$ cat config.mk
export PLATFORM = sky130hd
export DESIGN_NAME = edge_function_triangle_raster_core
export DESIGN_NICKNAME = d
export VERILOG_FILES = /design/src/rtl/efr_pkg.sv /design/src/rtl/efr_front.sv /design/src/rtl/efr_queue.sv /design/src/rtl/efr_back.sv /design/src/rtl/edge_function_triangle_raster_core.sv
export SDC_FILE = /design/constraint.sdc
export NUM_CORES = 2
export LEC_CHECK = 0
export ABC_AREA = 1
export BUFFER_PORTS_ARGS = -buffer_cell sky130_fd_sc_hd__buf_2
export CORE_MARGIN = 4
export CORE_UTILIZATION = 43
export DETAILED_ROUTE_END_ITERATION = 16
export GPL_TIMING_DRIVEN = 0
export PLACE_DENSITY_LB_ADDON = 0.15
export RECOVER_POWER = 50
export SYNTH_ARGS = -nofsm -noshare
export SYNTH_HDL_FRONTEND = slang
export SYNTH_HIERARCHICAL = 1
export SYNTH_SLANG_ARGS = --single-unit
$ cat constraint.sdc
create_clock -name clk -period 11.7 [get_ports clk]
set_input_delay 1.755 -clock clk [delete_from_list [all_inputs] [get_ports clk]]
set_output_delay 1.755 -clock clk [all_outputs]
set_load 0.01 [all_outputs]
$ cat src/rtl/efr_pkg.sv
`default_nettype none

package efr_pkg;

  // Field widths of the 12.4 coordinate format and the colour channels
  localparam int COORD_W  = 16;
  localparam int SUB_BITS = 4;
  localparam int PIX_W    = COORD_W - SUB_BITS;
  localparam int COLOUR_W = 8;

  // Edge arithmetic: coefficient, product and edge-value widths
  localparam int STEP_W = COORD_W + 1;
  localparam int PROD_W = 2 * STEP_W;
  localparam int EDGE_W = PROD_W + 2;

  // Item operation codes
  localparam logic OP_LOAD = 1'b0;
  localparam logic OP_STEP = 1'b1;

  // Classified item as it travels from the front to the back
  typedef struct packed {
    logic                       is_step;
    logic signed [COORD_W-1:0]  vx0;
    logic signed [COORD_W-1:0]  vy0;
    logic signed [COORD_W-1:0]  vx1;
    logic signed [COORD_W-1:0]  vy1;
    logic signed [COORD_W-1:0]  vx2;
    logic signed [COORD_W-1:0]  vy2;
    logic signed [PIX_W-1:0]    box_x_start;
    logic signed [PIX_W-1:0]    box_x_end;
    logic signed [PIX_W-1:0]    box_y_start;
    logic signed [PIX_W-1:0]    box_y_end;
    logic                       box_nonempty;
    logic [COLOUR_W-1:0]        red;
    logic [COLOUR_W-1:0]        green;
    logic [COLOUR_W-1:0]        blue;
  } cmd_t;

endpackage

`default_nettype wire

$ cat src/rtl/efr_front.sv
`default_nettype none

module efr_front (
  input  wire logic                                 opcode,
  input  wire logic signed [efr_pkg::COORD_W-1:0]   first_x,
  input  wire logic signed [efr_pkg::COORD_W-1:0]   first_y,
  input  wire logic signed [efr_pkg::COORD_W-1:0]   second_x,
  input  wire logic signed [efr_pkg::COORD_W-1:0]   second_y,
  input  wire logic signed [efr_pkg::COORD_W-1:0]   third_x,
  input  wire logic signed [efr_pkg::COORD_W-1:0]   third_y,
  input  wire logic        [efr_pkg::COLOUR_W-1:0]  fill_red,
  input  wire logic        [efr_pkg::COLOUR_W-1:0]  fill_green,
  input  wire logic        [efr_pkg::COLOUR_W-1:0]  fill_blue,
  output efr_pkg::cmd_t                             cmd
);

  function automatic logic signed [efr_pkg::COORD_W-1:0] min3(
    input logic signed [efr_pkg::COORD_W-1:0] a,
    input logic signed [efr_pkg::COORD_W-1:0] b,
    input logic signed [efr_pkg::COORD_W-1:0] c
  );
    logic signed [efr_pkg::COORD_W-1:0] m;
    m = (a < b) ? a : b;
    return (m < c) ? m : c;
  endfunction

  function automatic logic signed [efr_pkg::COORD_W-1:0] max3(
    input logic signed [efr_pkg::COORD_W-1:0] a,
    input logic signed [efr_pkg::COORD_W-1:0] b,
    input logic signed [efr_pkg::COORD_W-1:0] c
  );
    logic signed [efr_pkg::COORD_W-1:0] m;
    m = (a > b) ? a : b;
    return (m > c) ? m : c;
  endfunction

  // Integer part rounded down: drop the fraction bits
  function automatic logic signed [efr_pkg::PIX_W-1:0] floor_int(
    input logic signed [efr_pkg::COORD_W-1:0] v
  );
    return v[efr_pkg::COORD_W-1:efr_pkg::SUB_BITS];
  endfunction

  // Integer part rounded toward zero: negative values with a fraction go up one
  function automatic logic signed [efr_pkg::PIX_W-1:0] trunc_int(
    input logic signed [efr_pkg::COORD_W-1:0] v
  );
    logic signed [efr_pkg::PIX_W-1:0] f;
    f = v[efr_pkg::COORD_W-1:efr_pkg::SUB_BITS];
    if (v[efr_pkg::COORD_W-1] && (v[efr_pkg::SUB_BITS-1:0] != '0)) begin
      f = f + efr_pkg::PIX_W'(1);
    end
    return f;
  endfunction

  logic signed [efr_pkg::COORD_W-1:0] min_x;
  logic signed [efr_pkg::COORD_W-1:0] max_x;
  logic signed [efr_pkg::COORD_W-1:0] min_y;
  logic signed [efr_pkg::COORD_W-1:0] max_y;
  logic signed [efr_pkg::PIX_W-1:0]   bx_start;
  logic signed [efr_pkg::PIX_W-1:0]   bx_end;
  logic signed [efr_pkg::PIX_W-1:0]   by_start;
  logic signed [efr_pkg::PIX_W-1:0]   by_end;

  // Bounding box does not depend on the winding, so work it out here
  always_comb begin
    min_x    = min3(first_x, second_x, third_x);
    max_x    = max3(first_x, second_x, third_x);
    min_y    = min3(first_y, second_y, third_y);
    max_y    = max3(first_y, second_y, third_y);
    bx_start = trunc_int(min_x);
    bx_end   = floor_int(max_x);
    by_start = trunc_int(min_y);
    by_end   = floor_int(max_y);
  end

  // Classify the item and pack it for the queue
  always_comb begin
    cmd              = '0;
    cmd.is_step      = (opcode == efr_pkg::OP_STEP);
    cmd.vx0          = first_x;
    cmd.vy0          = first_y;
    cmd.vx1          = second_x;
    cmd.vy1          = second_y;
    cmd.vx2          = third_x;
    cmd.vy2          = third_y;
    cmd.box_x_start  = bx_start;
    cmd.box_x_end    = bx_end;
    cmd.box_y_start  = by_start;
    cmd.box_y_end    = by_end;
    cmd.box_nonempty = (bx_start <= bx_end) && (by_start <= by_end);
    cmd.red          = fill_red;
    cmd.green        = fill_green;
    cmd.blue         = fill_blue;
  end

endmodule

`default_nettype wire

$ cat src/rtl/efr_queue.sv
`default_nettype none

module efr_queue #(
  parameter int DEPTH = 2
) (
  input  wire logic           clk,
  input  wire logic           rst,
  input  wire logic           push,
  input  wire efr_pkg::cmd_t  wdata,
  output logic                full,
  input  wire logic           pop,
  output efr_pkg::cmd_t       rdata,
  output logic                empty
);

  localparam int PTR_W = (DEPTH > 1) ? $clog2(DEPTH) : 1;
  localparam int CNT_W = $clog2(DEPTH + 1);

  efr_pkg::cmd_t     slots [DEPTH];
  logic [PTR_W-1:0]  wr_ptr;
  logic [PTR_W-1:0]  rd_ptr;
  logic [CNT_W-1:0]  count;
  logic              do_push;
  logic              do_pop;

  assign full    = (count == CNT_W'(DEPTH));
  assign empty   = (count == '0);
  assign do_push = push && !full;
  assign do_pop  = pop && !empty;
  assign rdata   = slots[rd_ptr];

  // Store a transfer at the write pointer
  always_ff @(posedge clk) begin
    if (do_push) begin
      slots[wr_ptr] <= wdata;
    end
  end

  // Advance pointers and fill count
  always_ff @(posedge clk) begin
    if (rst) begin
      wr_ptr <= '0;
      rd_ptr <= '0;
      count  <= '0;
    end else begin
      if (do_push) begin
        wr_ptr <= (wr_ptr == PTR_W'(DEPTH - 1)) ? '0 : wr_ptr + PTR_W'(1);
      end
      if (do_pop) begin
        rd_ptr <= (rd_ptr == PTR_W'(DEPTH - 1)) ? '0 : rd_ptr + PTR_W'(1);
      end
      if (do_push && !do_pop) begin
        count <= count + CNT_W'(1);
      end else if (do_pop && !do_push) begin
        count <= count - CNT_W'(1);
      end
    end
  end

  a_count_bound: assert property (@(posedge clk) disable iff (rst)
    count <= CNT_W'(DEPTH))
    else $error("queue fill count beyond depth");

  a_full_holds: assert property (@(posedge clk) disable iff (rst)
    (push && full && !pop) |=> $stable(count))
    else $error("push into a full queue changed the fill count");

endmodule

`default_nettype wire

$ cat src/rtl/efr_back.sv
`default_nettype none

module efr_back (
  input  wire logic                                 clk,
  input  wire logic                                 rst,
  input  wire logic                                 cmd_empty,
  input  wire efr_pkg::cmd_t                        cmd,
  output logic                                      cmd_pop,
  input  wire logic                                 pop,
  output logic                                      empty,
  output logic signed [efr_pkg::PIX_W-1:0]          pixel_x,
  output logic signed [efr_pkg::PIX_W-1:0]          pixel_y,
  output logic                                      covered,
  output logic        [efr_pkg::COLOUR_W-1:0]       out_red,
  output logic        [efr_pkg::COLOUR_W-1:0]       out_green,
  output logic        [efr_pkg::COLOUR_W-1:0]       out_blue,
  output logic                                      last_pixel
);

  localparam int COORD_W = efr_pkg::COORD_W;
  localparam int SUB     = efr_pkg::SUB_BITS;
  localparam int PIX_W   = efr_pkg::PIX_W;
  localparam int STEP_W  = efr_pkg::STEP_W;
  localparam int PROD_W  = efr_pkg::PROD_W;
  localparam int EDGE_W  = efr_pkg::EDGE_W;

  // Back states
  localparam logic ST_IDLE = 1'b0;
  localparam logic ST_LOAD = 1'b1;

  // Load sequencer steps
  localparam logic [3:0] LD_CROSS_A = 4'd0;
  localparam logic [3:0] LD_CROSS_B = 4'd1;
  localparam logic [3:0] LD_SWAP    = 4'd2;
  localparam logic [3:0] LD_E0_X    = 4'd3;
  localparam logic [3:0] LD_E0_Y    = 4'd4;
  localparam logic [3:0] LD_E1_X    = 4'd5;
  localparam logic [3:0] LD_E1_Y    = 4'd6;
  localparam logic [3:0] LD_E2_X    = 4'd7;
  localparam logic [3:0] LD_E2_Y    = 4'd8;
  localparam logic [3:0] LD_DONE    = 4'd9;

  logic                       state;
  logic [3:0]                 ld_cnt;
  logic                       active;

  logic signed [COORD_W-1:0]  vx0, vy0, vx1, vy1, vx2, vy2;
  logic signed [PIX_W-1:0]    box_x_start, box_x_end, box_y_start, box_y_end;
  logic signed [PIX_W-1:0]    walk_x, walk_y;
  logic [efr_pkg::COLOUR_W-1:0] col_red, col_green, col_blue;

  logic signed [STEP_W-1:0]   sx [3];
  logic signed [STEP_W-1:0]   sy [3];
  logic signed [EDGE_W-1:0]   e_row [3];
  logic signed [EDGE_W-1:0]   e_col [3];

  logic signed [STEP_W-1:0]   sx_c [3];
  logic signed [STEP_W-1:0]   sy_c [3];
  logic signed [STEP_W-1:0]   ma;
  logic signed [STEP_W-1:0]   mb;
  logic signed [PROD_W-1:0]   prod;
  logic signed [PROD_W-1:0]   acc;
  logic [PROD_W:0]            winding;
  logic [EDGE_W-1:0]          e_sum;
  logic signed [COORD_W-1:0]  px0;
  logic signed [COORD_W-1:0]  py0;

  logic                       out_valid;
  logic                       out_ready;
  logic                       res_fire;
  logic                       last_c;
  logic                       covered_c;

  function automatic logic signed [STEP_W-1:0] diff(
    input logic signed [COORD_W-1:0] a,
    input logic signed [COORD_W-1:0] b
  );
    return {a[COORD_W-1], a} - {b[COORD_W-1], b};
  endfunction

  function automatic logic signed [EDGE_W-1:0] scaled_step(
    input logic signed [STEP_W-1:0] s
  );
    return {{(EDGE_W - STEP_W - SUB){s[STEP_W-1]}}, s, {SUB{1'b0}}};
  endfunction

  // Edge coefficients from the held (possibly swapped) vertices
  always_comb begin
    sx_c[0] = diff(vy0, vy1);
    sy_c[0] = diff(vx1, vx0);
    sx_c[1] = diff(vy1, vy2);
    sy_c[1] = diff(vx2, vx1);
    sx_c[2] = diff(vy2, vy0);
    sy_c[2] = diff(vx0, vx2);
  end

  assign px0 = {box_x_start, {SUB{1'b0}}};
  assign py0 = {box_y_start, {SUB{1'b0}}};

  // Select operands for the shared multiplier
  always_comb begin
    ma = '0;
    mb = '0;
    if (state == ST_LOAD) begin
      unique case (ld_cnt)
        LD_CROSS_A: begin ma = diff(vx1, vx0); mb = diff(vy2, vy0); end
        LD_CROSS_B: begin ma = diff(vx2, vx0); mb = diff(vy1, vy0); end
        LD_E0_X:    begin ma = sx_c[0];        mb = diff(px0, vx0); end
        LD_E0_Y:    begin ma = sy_c[0];        mb = diff(py0, vy0); end
        LD_E1_X:    begin ma = sx_c[1];        mb = diff(px0, vx1); end
        LD_E1_Y:    begin ma = sy_c[1];        mb = diff(py0, vy1); end
        LD_E2_X:    begin ma = sx_c[2];        mb = diff(px0, vx2); end
        LD_E2_Y:    begin ma = sy_c[2];        mb = diff(py0, vy2); end
        default:    begin ma = '0;             mb = '0;             end
      endcase
    end
  end

  // Register each product before it is summed
  always_ff @(posedge clk) begin
    prod <= ma * mb;
  end

  assign winding = {acc[PROD_W-1], acc} - {prod[PROD_W-1], prod};
  assign e_sum = {{(EDGE_W - PROD_W){acc[PROD_W-1]}}, acc}
               + {{(EDGE_W - PROD_W){prod[PROD_W-1]}}, prod};

  // Result of a step at the current pixel
  always_comb begin
    covered_c = 1'b1;
    for (int i = 0; i < 3; i++) begin
      if (e_row[i][EDGE_W-1]) begin
        covered_c = 1'b0;
      end
    end
  end

  assign last_c    = (walk_x == box_x_end) && (walk_y == box_y_end);
  assign out_ready = !out_valid || pop;
  assign cmd_pop   = (state == ST_IDLE) && !cmd_empty
                   && (!cmd.is_step || !active || out_ready);
  assign res_fire  = cmd_pop && cmd.is_step && active;

  // Control: sequencer state and triangle activity
  always_ff @(posedge clk) begin
    if (rst) begin
      state  <= ST_IDLE;
      ld_cnt <= LD_CROSS_A;
      active <= 1'b0;
    end else begin
      unique case (state)
        ST_IDLE: begin
          if (cmd_pop && !cmd.is_step) begin
            active <= 1'b0;
            ld_cnt <= LD_CROSS_A;
            if (cmd.box_nonempty) begin
              state <= ST_LOAD;
            end
          end else if (res_fire && last_c) begin
            active <= 1'b0;
          end
        end
        ST_LOAD: begin
          if (ld_cnt == LD_DONE) begin
            state  <= ST_IDLE;
            active <= 1'b1;
          end else begin
            ld_cnt <= ld_cnt + 4'd1;
          end
        end
        default: state <= ST_IDLE;
      endcase
    end
  end

  // Datapath: latch the triangle, build edges, walk the box
  always_ff @(posedge clk) begin
    if (cmd_pop && !cmd.is_step) begin
      vx0         <= cmd.vx0;
      vy0         <= cmd.vy0;
      vx1         <= cmd.vx1;
      vy1         <= cmd.vy1;
      vx2         <= cmd.vx2;
      vy2         <= cmd.vy2;
      box_x_start <= cmd.box_x_start;
      box_x_end   <= cmd.box_x_end;
      box_y_start <= cmd.box_y_start;
      box_y_end   <= cmd.box_y_end;
      walk_x      <= cmd.box_x_start;
      walk_y      <= cmd.box_y_start;
      col_red     <= cmd.red;
      col_green   <= cmd.green;
      col_blue    <= cmd.blue;
    end
    if (state == ST_LOAD) begin
      unique case (ld_cnt)
        LD_CROSS_B: acc <= prod;
        LD_SWAP: begin
          // Clockwise winding: swap the second and third vertices
          if (winding[PROD_W]) begin
            vx1 <= vx2;
            vy1 <= vy2;
            vx2 <= vx1;
            vy2 <= vy1;
          end
        end
        LD_E0_X: begin
          for (int i = 0; i < 3; i++) begin
            sx[i] <= sx_c[i];
            sy[i] <= sy_c[i];
          end
        end
        LD_E0_Y: acc <= prod;
        LD_E1_X: begin e_row[0] <= e_sum; e_col[0] <= e_sum; end
        LD_E1_Y: acc <= prod;
        LD_E2_X: begin e_row[1] <= e_sum; e_col[1] <= e_sum; end
        LD_E2_Y: acc <= prod;
        LD_DONE: begin e_row[2] <= e_sum; e_col[2] <= e_sum; end
        default: acc <= acc;
      endcase
    end
    if (res_fire && !last_c) begin
      if (walk_y < box_y_end) begin
        // Next row in the same column
        walk_y <= walk_y + PIX_W'(1);
        for (int i = 0; i < 3; i++) begin
          e_row[i] <= e_row[i] + scaled_step(sy[i]);
        end
      end else begin
        // Top of the next column
        walk_y <= box_y_start;
        walk_x <= walk_x + PIX_W'(1);
        for (int i = 0; i < 3; i++) begin
          e_col[i] <= e_col[i] + scaled_step(sx[i]);
          e_row[i] <= e_col[i] + scaled_step(sx[i]);
        end
      end
    end
  end

  // Output register: hold until transfer, reload on the same edge
  always_ff @(posedge clk) begin
    if (rst) begin
      out_valid <= 1'b0;
    end else if (res_fire) begin
      out_valid <= 1'b1;
    end else if (pop) begin
      out_valid <= 1'b0;
    end
  end

  always_ff @(posedge clk) begin
    if (res_fire) begin
      pixel_x    <= walk_x;
      pixel_y    <= walk_y;
      covered    <= covered_c;
      out_red    <= col_red;
      out_green  <= col_green;
      out_blue   <= col_blue;
      last_pixel <= last_c;
    end
  end

  assign empty = !out_valid;

  a_no_pop_in_load: assert property (@(posedge clk) disable iff (rst)
    (state == ST_LOAD) |-> !cmd_pop)
    else $error("item taken while the load sequencer is busy");

  a_walk_in_box: assert property (@(posedge clk) disable iff (rst)
    active |-> ((walk_x <= box_x_end) && (walk_y <= box_y_end)))
    else $error("traversal left the bounding box");

  a_last_ends: assert property (@(posedge clk) disable iff (rst)
    (res_fire && last_c) |=> !active)
    else $error("triangle still active after its last pixel");

endmodule

`default_nettype wire

$ cat src/rtl/edge_function_triangle_raster_core.sv
// Step item: its result is registered when the back takes it; one pixel per cycle sustained while results are popped.
// Load item: occupies the back while the load sequencer runs (eight products through one shared
// 17x17 multiplier, plus a winding swap step); an empty-box load does not enter the sequencer.
// Input queue of QUEUE_DEPTH items and a one-entry result register part the two sides.
// Synchronous active-high reset empties the queue and result register and leaves no
// triangle loaded; edge and box storage is not cleared.
`default_nettype none

module edge_function_triangle_raster_core #(
  parameter int QUEUE_DEPTH = 2
) (
  input  wire logic                                 clk,
  input  wire logic                                 rst,
  input  wire logic                                 push,
  output logic                                      full,
  input  wire logic                                 opcode,
  input  wire logic signed [efr_pkg::COORD_W-1:0]   first_x,
  input  wire logic signed [efr_pkg::COORD_W-1:0]   first_y,
  input  wire logic signed [efr_pkg::COORD_W-1:0]   second_x,
  input  wire logic signed [efr_pkg::COORD_W-1:0]   second_y,
  input  wire logic signed [efr_pkg::COORD_W-1:0]   third_x,
  input  wire logic signed [efr_pkg::COORD_W-1:0]   third_y,
  input  wire logic        [efr_pkg::COLOUR_W-1:0]  fill_red,
  input  wire logic        [efr_pkg::COLOUR_W-1:0]  fill_green,
  input  wire logic        [efr_pkg::COLOUR_W-1:0]  fill_blue,
  output logic                                      empty,
  input  wire logic                                 pop,
  output logic signed [efr_pkg::PIX_W-1:0]          pixel_x,
  output logic signed [efr_pkg::PIX_W-1:0]          pixel_y,
  output logic                                      covered,
  output logic        [efr_pkg::COLOUR_W-1:0]       out_red,
  output logic        [efr_pkg::COLOUR_W-1:0]       out_green,
  output logic        [efr_pkg::COLOUR_W-1:0]       out_blue,
  output logic                                      last_pixel
);

  efr_pkg::cmd_t  front_cmd;
  efr_pkg::cmd_t  queue_cmd;
  logic           queue_empty;
  logic           queue_pop;

  // Classify incoming items
  efr_front u_front (
    .opcode     (opcode),
    .first_x    (first_x),
    .first_y    (first_y),
    .second_x   (second_x),
    .second_y   (second_y),
    .third_x    (third_x),
    .third_y    (third_y),
    .fill_red   (fill_red),
    .fill_green (fill_green),
    .fill_blue  (fill_blue),
    .cmd        (front_cmd)
  );

  // Decouple front and back
  efr_queue #(
    .DEPTH (QUEUE_DEPTH)
  ) u_queue (
    .clk   (clk),
    .rst   (rst),
    .push  (push),
    .wdata (front_cmd),
    .full  (full),
    .pop   (queue_pop),
    .rdata (queue_cmd),
    .empty (queue_empty)
  );

  // Build edges and walk the box
  efr_back u_back (
    .clk        (clk),
    .rst        (rst),
    .cmd_empty  (queue_empty),
    .cmd        (queue_cmd),
    .cmd_pop    (queue_pop),
    .pop        (pop),
    .empty      (empty),
    .pixel_x    (pixel_x),
    .pixel_y    (pixel_y),
    .covered    (covered),
    .out_red    (out_red),
    .out_green  (out_green),
    .out_blue   (out_blue),
    .last_pixel (last_pixel)
  );

endmodule

`default_nettype wire
* Word-level counts from Yosys, hierarchy flattened
Memory sizes are Yosys's and may differ from the RTL's. A register that Yosys moved wholly into a read port is not among the register bits.
Cells that the tools add are included.
** Word-level totals
- Flip-flop bits (word level) :: 321
- Bits in writable memories :: 658
- Input bits :: 125
- Output and inout port bits :: 52
- Word-level logic and storage cells :: 229
- Memories :: 5
** Memory list
- u_queue.slots :: depth 2, width 170, read ports 1, clocked after memory_dff 1, write ports 1, RTL line efr_queue.sv:19 : efr_pkg::cmd_t slots [DEPTH];
- u_back.e_col :: depth 3, width 36, read ports 3, clocked after memory_dff 0, write ports 3, RTL line efr_back.sv:55 : logic signed [EDGE_W-1:0] e_col [3];
- u_back.e_row :: depth 3, width 36, read ports 3, clocked after memory_dff 0, write ports 3, RTL line efr_back.sv:54 : logic signed [EDGE_W-1:0] e_row [3];
- u_back.sx :: depth 3, width 17, read ports 3, clocked after memory_dff 0, write ports 3, RTL line efr_back.sv:52 : logic signed [STEP_W-1:0] sx [3];
- u_back.sy :: depth 3, width 17, read ports 3, clocked after memory_dff 0, write ports 3, RTL line efr_back.sv:53 : logic signed [STEP_W-1:0] sy [3];
** Cells by class
- $add $sub $neg :: 31
- Multiply operators :: 1
- Magnitude comparators :: 11
- Equal/unequal tests :: 16
- Mux-type cells :: 85
- Bitwise logic cells :: 10
- Reduce and logical (&&, ||, !) cells :: 39
** Operators by type and width (number)
- 16-bit 2-to-1 mux :: 24
- 36-bit 2-to-1 mux :: 9
- 16-bit by 16-bit subtractor with 17-bit output :: 14
- 36-bit by 21-bit adder with 36-bit output :: 6
- 17-bit case mux with 8 select lines :: 1
- 17-bit case mux with 7 select lines :: 1
- 12-bit 2-to-1 mux :: 8
- 16-bit > comparator :: 4
- 16-bit < comparator :: 4
- 12-bit by 2-bit adder with 12-bit output (second input constant) :: 4
- 34-bit by 34-bit adder with 35-bit output :: 1
- 34-bit by 34-bit subtractor with 35-bit output :: 1
- 17-bit by 17-bit multiplier with 34-bit output :: 1
- 17-bit 2-to-1 mux :: 2
- 1-bit 2-to-1 mux :: 33
- 12-bit == test :: 2
- 12-bit <= comparator :: 2
- 4-bit by 3-bit == test with 1-bit output (second input constant) :: 4
- 1-bit logical AND :: 15
- 12-bit < comparator :: 1
- 1-bit OR :: 9
- 4-bit by 2-bit == test with 1-bit output (second input constant) :: 2
- 4-bit == test (second input constant) :: 2
- 1-bit logical NOT :: 8
- 21 further kinds :: 35

* Longest topological paths before layout
- Depth after elaboration :: 11
- Mapped depth :: 45

* Hierarchy
The synthesis kept the hierarchy.
** Modules (own cells, without submodules)
- efr_back :: instances 1, cells an instance 7597, area an instance 58219.6 um^2
- efr_queue :: instances 1, cells an instance 566, area an instance 12912.4 um^2
- efr_front :: instances 1, cells an instance 1035, area an instance 6281.0 um^2

* Worst setup path before layout
No wires, ideal clock.
- Path kind :: input to register
- From :: input port push
- To :: memory u_queue/slots[0][0] (netlist name) (enable)
- Arrival time :: 8.963 ns
- Setup slack :: 2.034 ns
- Cell stages on the path :: 2
- Buffers on the path :: 0
- Cell sequence :: o21ai_0 > nor2_1
** On the way
- Cells in the longest elaborated chain, start to end :: 3
** Ends and longest elaborated chain
- from (decl) :: RTL line edge_function_triangle_raster_core.sv:14 : input wire logic push,
- 1-bit logical AND :: RTL line efr_queue.sv:28 : assign do_push = push && !full;
- 1-bit 2-to-1 mux :: RTL line efr_queue.sv:34 : if (do_push) begin
- 1-bit 2-to-1 mux (not written as such) :: RTL line efr_queue.sv:35 : slots[wr_ptr] <= wdata;
- to (decl) :: RTL line efr_queue.sv:19
Every way passes these cells.

* Worst setup path after layout
- From :: register u_back.ld_cnt[1]
- To :: register u_back.prod[31]
** On the way
- Cells in the longest elaborated chain, start to end :: 5
- Elaborated cells between the ends (all ways) :: 14
- Those cells by class :: mul (1); eq/ne (7); mux (4); reduce/logical (2)
** Ends and longest elaborated chain
- from (decl) :: RTL line efr_back.sv:44 : logic [3:0] ld_cnt;
- from (signal assigned) :: RTL line efr_back.sv:168 : ld_cnt <= ld_cnt + 4'd1;
- 4-bit by 3-bit == test with 1-bit output or 4-bit logical NOT (tied branches) :: RTL line efr_back.sv:105 : unique case (ld_cnt)
- 2-bit OR reduction (no source line)
- 17-bit case mux with 7 select lines :: RTL line efr_back.sv:105
- 17-bit 2-to-1 mux :: RTL line efr_back.sv:104 : if (state == ST_LOAD) begin
- 17-bit by 17-bit multiplier with 34-bit output * :: RTL line efr_back.sv:121 : prod <= ma * mb;
- to (signal assigned) :: RTL line efr_back.sv:121
- to (decl) :: RTL line efr_back.sv:61 : logic signed [PROD_W-1:0] prod;
Every way passes the cells marked *; elsewhere a longest branch is shown, timed or not.
A chain may end at the register's enable or synchronous reset.

==> impl_results.html <==
<table>
<tr><th>Metric</th><th>Value</th></tr>
<tr><th colspan="2">CTS</th></tr>
<tr><td>Clock tree from TritonCTS</td><td>built</td></tr>
<tr><td>Post-CTS resize count</td><td>0</td></tr>
<tr><td>Number of clock sinks</td><td>956</td></tr>
<tr><td>Postcts setup bufs</td><td>0</td></tr>
<tr><td>Buffers from clock root to sink, at most</td><td>3</td></tr>
<tr><td>Root buffer cell</td><td>sky130_fd_sc_hd__clkbuf_16</td></tr>
<tr><td>Total of hold buffers inserted after clock tree synthesis</td><td>0</td></tr>
<tr><td>Total clock buffers created by CTS</td><td>approximately 110</td></tr>
<tr><td>Clock-pin slew on the worst setup and hold paths</td><td>0.07 ns</td></tr>
<tr><td>CTS H-tree lvls</td><td>3</td></tr>
<tr><td>Clock latency reported for the late side of the worst-skew pair</td><td>0.81 ns</td></tr>
<tr><th colspan="2">Floorplanning</th></tr>
<tr><td>Site row count</td><td>155</td></tr>
<tr><td>Initial core utilization</td><td>0.433</td></tr>
<tr><td>Y dimension of the die</td><td>432 µm</td></tr>
<tr><td>Die extent in x</td><td>about 430 µm</td></tr>
<tr><td>Core region area</td><td>179000 µm²</td></tr>
<tr><td>Area enclosed by the die boundary</td><td>between 150000 and 200000 µm²</td></tr>
<tr><td>I/O pin count</td><td>177</td></tr>
<tr><th colspan="2">Worst setup path</th></tr>
<tr><td>Data arrival at the endpoint of the critical path</td><td>10.79 ns</td></tr>
<tr><td>Slowest-stage cell, CP</td><td>sky130_fd_sc_hd__o21ai_0</td></tr>
<tr><td>Kind of end point of the critical path</td><td>flip-flop</td></tr>
<tr><td>Longest individual stage delay on the worst path</td><td>0.86 ns</td></tr>
<tr><td>Cell type with the highest occurrence count on the critical path</td><td>sky130_fd_sc_hd__inv_1</td></tr>
<tr><td>Setup Crit Path Kind</td><td>reg2reg</td></tr>
<tr><td>WP data required</td><td>12.39 ns</td></tr>
<tr><td>Crit Path Max Fanout</td><td>10</td></tr>
<tr><td>Launching element type of the critical path</td><td>flip-flop</td></tr>
<tr><th colspan="2">GRT</th></tr>
<tr><td>Most congested layer reported by global routing</td><td>met2</td></tr>
<tr><td>Met1 global-route usage</td><td>0.418</td></tr>
<tr><td>Largest net degree at the start of global routing</td><td>54</td></tr>
<tr><td>Met2 global-route usage</td><td>0.502</td></tr>
<tr><td>Global route total overflow</td><td>0</td></tr>
<tr><td>Total routing usage reported by global routing</td><td>0.314</td></tr>
<tr><td>Antenna violations before repair</td><td>5</td></tr>
<tr><td>Number of global-route vias before repair</td><td>63.9k</td></tr>
<tr><td>Wire length of the first global-routing pass</td><td>431000 µm</td></tr>
<tr><td>Met3 Track Usage GR</td><td>0.0464</td></tr>
<tr><th colspan="2">Synth</th></tr>
<tr><td>Per-instance average area after synthesis</td><td>8.42 µm²</td></tr>
<tr><td>Number of instances in the synthesized netlist</td><td>just over 9k</td></tr>
<tr><td>Warnings, synthesis</td><td>6</td></tr>
<tr><td>Leading register cell type out of synthesis</td><td>sky130_fd_sc_hd__edfxtp_1</td></tr>
<tr><td>Post-synthesis cell area</td><td>77400 µm²</td></tr>
<tr><td>Number of distinct standard cells referenced by the synthesized netlist</td><td>79</td></tr>
<tr><td>Async set or reset register ratio after synthesis</td><td>0</td></tr>
<tr><td>Syn Nets</td><td>10.3k</td></tr>
<tr><td>Number of synthesized flops with an enable pin</td><td>834</td></tr>
<tr><td>Sequential-to-total area share from yosys stat</td><td>0.355</td></tr>
<tr><td>Synthesis-stage register bit count</td><td>956</td></tr>
<tr><th colspan="2">Timing</th></tr>
<tr><td>Final period utilization</td><td>0.863</td></tr>
<tr><td>Final-report setup violation count</td><td>0</td></tr>
<tr><td>Worst slew slack as a fraction of its limit</td><td>-1.10</td></tr>
<tr><td>Min Hold Slack</td><td>0.384 ns</td></tr>
<tr><td>Worst clock skew on the final layout</td><td>0.104 ns</td></tr>
<tr><td>Final WS setup</td><td>1.61 ns</td></tr>
<tr><td>Aggregate negative setup slack</td><td>0 ns</td></tr>
<tr><td>Worst Max-Slew Pin Slew</td><td>3.13 ns</td></tr>
<tr><td>Setup repair after global routing missed its margin</td><td>false</td></tr>
<tr><td>Number of slew-limit violations in the final report</td><td>247</td></tr>
<tr><td>Endpoints failing hold</td><td>0</td></tr>
<tr><td>Max Freq</td><td>0.0991 GHz</td></tr>
<tr><td>Final Critical Period</td><td>roughly 10 ns</td></tr>
<tr><th colspan="2">Job</th></tr>
<tr><td>Max capacitance violation total</td><td>8</td></tr>
<tr><th colspan="2">Final layout</th></tr>
<tr><td>Highest-count cells in the layout ignoring fill and taps</td><td>sky130_fd_sc_hd__nand2_1, sky130_fd_sc_hd__inv_1, sky130_fd_sc_hd__edfxtp_1</td></tr>
<tr><td>Count of nets after finishing</td><td>about 11k</td></tr>
<tr><td>Final Core Density</td><td>0.474</td></tr>
<tr><td>Most common library cell in the layout ignoring fill and taps</td><td>sky130_fd_sc_hd__nand2_1</td></tr>
<tr><td>Ratio of cells with drive above 1 in the final layout</td><td>0.0774</td></tr>
<tr><td>Layout Area Growth over Synthesis</td><td>9.45%</td></tr>
<tr><th colspan="2">Power and ir drop</th></tr>
<tr><td>Pwr/cell area</td><td>~230 nW/µm²</td></tr>
<tr><td>Pleak</td><td>around 38 nW</td></tr>
<tr><td>Worst IR Drop VDD</td><td>0.162 mV</td></tr>
<tr><th colspan="2">Routing</th></tr>
<tr><td>Initial DRT Pass Iterations</td><td>6</td></tr>
<tr><td>Average wire per standard cell</td><td>25.0 µm</td></tr>
<tr><td>Number of vias per cell</td><td>5.50</td></tr>
<tr><td>Via count</td><td>65.6k</td></tr>
<tr><td>DRC viols</td><td>0</td></tr>
<tr><td>Post-route antenna net violation count</td><td>0</td></tr>
<tr><td>Total Wirelength</td><td>roughly 300000 µm</td></tr>
<tr><td>First DRT Iteration DRCs</td><td>6208</td></tr>
<tr><th colspan="2">Status</th></tr>
<tr><td>Failing checks</td><td>max-capacitance violations, max-slew violations</td></tr>
<tr><td>Outcome</td><td>complete, but fails checks</td></tr>
<tr><th colspan="2">Place</th></tr>
<tr><td>Detailed placer's ending HPWL</td><td>249000 µm</td></tr>
<tr><td>Gp weighted congestion</td><td>1.02</td></tr>
<tr><td>Placement-stage worst setup slack</td><td>1.84 ns</td></tr>
<tr><td>Number of I/O port buffers</td><td>151</td></tr>
<tr><th colspan="2">Worst hold path</th></tr>
<tr><td>Type of the worst min-delay path</td><td>reg2reg</td></tr>
</table>
[layout make-up]
| type | count | area, µm² |
|---|---|---|
| Multi-Input combinational cell | 6649 | 43100 |
| Fill cell | 17800 | 94100 |
| Tap cell | 2355 | 2950 |
| Inverter | 1281 | 4810 |
| Timing Repair Buffer | 177 | 887 |
| Antenna cell | 1 | 2.50 |
| Buffer | 312 | 1780 |
| Clock buffer | 128 | 2890 |
| Clock inverter | 73 | 806 |
| Sequential cell | 956 | 27500 |
[state kept, by name (all words and copies together) (netlist names), 12 cells and up, named ones only]
| register | count |
|---|---|
| u_back/box_y_end | 12 |
| u_back/e_col | 96 |
| u_back/walk_x | 12 |
| u_queue/slots | 340 |
| u_back/walk_y | 12 |
| u_back/e_row | 96 |
| u_back/pixel_x | 12 |
| u_back/prod | 34 |
| u_back/vx1 | 16 |
| u_back/vx0 | 16 |
| u_back/box_x_start | 12 |
| u_back/box_y_start | 12 |
| u_back/sy | 51 |
| u_back/vy2 | 16 |
| u_back/acc | 34 |
| u_back/sx | 51 |
| u_back/vy1 | 16 |
| u_back/box_x_end | 12 |
| u_back/vy0 | 16 |
| u_back/pixel_y | 12 |
| u_back/vx2 | 16 |
[layer usage]
metal | vias up | share of wire | wire length, µm
met4 | 2 | 0.060 | 18000
met3 | 547 | 0.068 | 20400
li1 | 31100 | - | -
met5 | - | 0.000030 | 9
met1 | 31400 | 0.42 | 127000
met2 | 2499 | 0.45 | 134000
[final timing paths]
check / startpoint / to / slack (ns) / cells after the start
worst min register to register: u_back/col_blue[5]$_DFFE_PP_ / u_back/out_blue[5]$_DFFE_PP_ / 0.38 / 0
worst max-delay path: u_back/ld_cnt[1]$_SDFFE_PP0P_ / u_back/prod[31]$_DFF_P_ / 1.61 / 33
worst min-delay path: u_back/col_blue[5]$_DFFE_PP_ / u_back/out_blue[5]$_DFFE_PP_ / 0.38 / 0
worst max register to register: u_back/ld_cnt[1]$_SDFFE_PP0P_ / u_back/prod[31]$_DFF_P_ / 1.61 / 33
[critical path, delay by kind of cell, from the launching register on]
family | cells | cell delay [ns]
compound gates | 5 | 1.87
xor+xnor | 1 | 0.16
fa+ha+maj | 9 | 4.15
buf+inv | 10 | 1.38
flops | 1 | 0.34
simple gates | 8 | 2.12
[synth_stat cells (40+ instances only)]
cell type	number	share of area
sky130_fd_sc_hd__nor2_1	688	0.033
sky130_fd_sc_hd__mux2_4	100	0.019
sky130_fd_sc_hd__dfxtp_1	122	0.032
sky130_fd_sc_hd__buf_4	128	0.012
sky130_fd_sc_hd__a21oi_1	636	0.041
sky130_fd_sc_hd__ha_1	629	0.10
sky130_fd_sc_hd__clkbuf_1	71	0.0034
sky130_fd_sc_hd__xor2_1	153	0.017
sky130_fd_sc_hd__o21ai_0	548	0.035
sky130_fd_sc_hd__nand4_1	98	0.0079
sky130_fd_sc_hd__inv_1	1256	0.061
sky130_fd_sc_hd__edfxtp_1	834	0.32
sky130_fd_sc_hd__nor3_1	76	0.0049
sky130_fd_sc_hd__fa_1	311	0.080
sky130_fd_sc_hd__mux2_2	70	0.010
sky130_fd_sc_hd__nand3_1	530	0.034
sky130_fd_sc_hd__o21bai_1	47	0.0046
sky130_fd_sc_hd__nand3b_1	43	0.0042
sky130_fd_sc_hd__nand2_1	2171	0.11
sky130_fd_sc_hd__nand2_2	40	0.0032
sky130_fd_sc_hd__xnor2_1	83	0.0094
sky130_fd_sc_hd__a21o_1	51	0.0049
sky130_fd_sc_hd__buf_2	82	0.0053
[report_power, final]
part	internal (mW)	switching [mW]	total, mW
Combinational	3.07	8.08	11.2
Sequential	4.68	0.433	5.12
Clock	2.06	1.50	3.57
Total	9.81	10.0	19.8
[logic make-up after synthesis]
group / synth area share
XOR/XNOR: 0.0267
AO/OA/AOI/OAI: 0.106
adder cells (fa/ha/maj): 0.182
buffers and inverters: 0.0871
AND/OR/NAND/NOR: 0.214
flip-flops: 0.355
multiplexers: 0.0296
[per-stage QoR]
| step | std cells | instance area [µm²] | total power, mW |
|---|---|---|---|
| 3_5_place_dp | 11700 | 81700 | 16.3 |
| 6_report | 11900 | 84700 | 19.8 |
| 5_1_grt | 11900 | 84700 | 20.9 |
| 4_1_cts | 11900 | 85400 | 19.9 |
| 3_3_place_gp | 11700 | 81100 | 16.3 |
| 2_1_floorplan | 9198 | 77400 | 11.6 |
No activity file was read; power rests on OpenSTA's default activity.
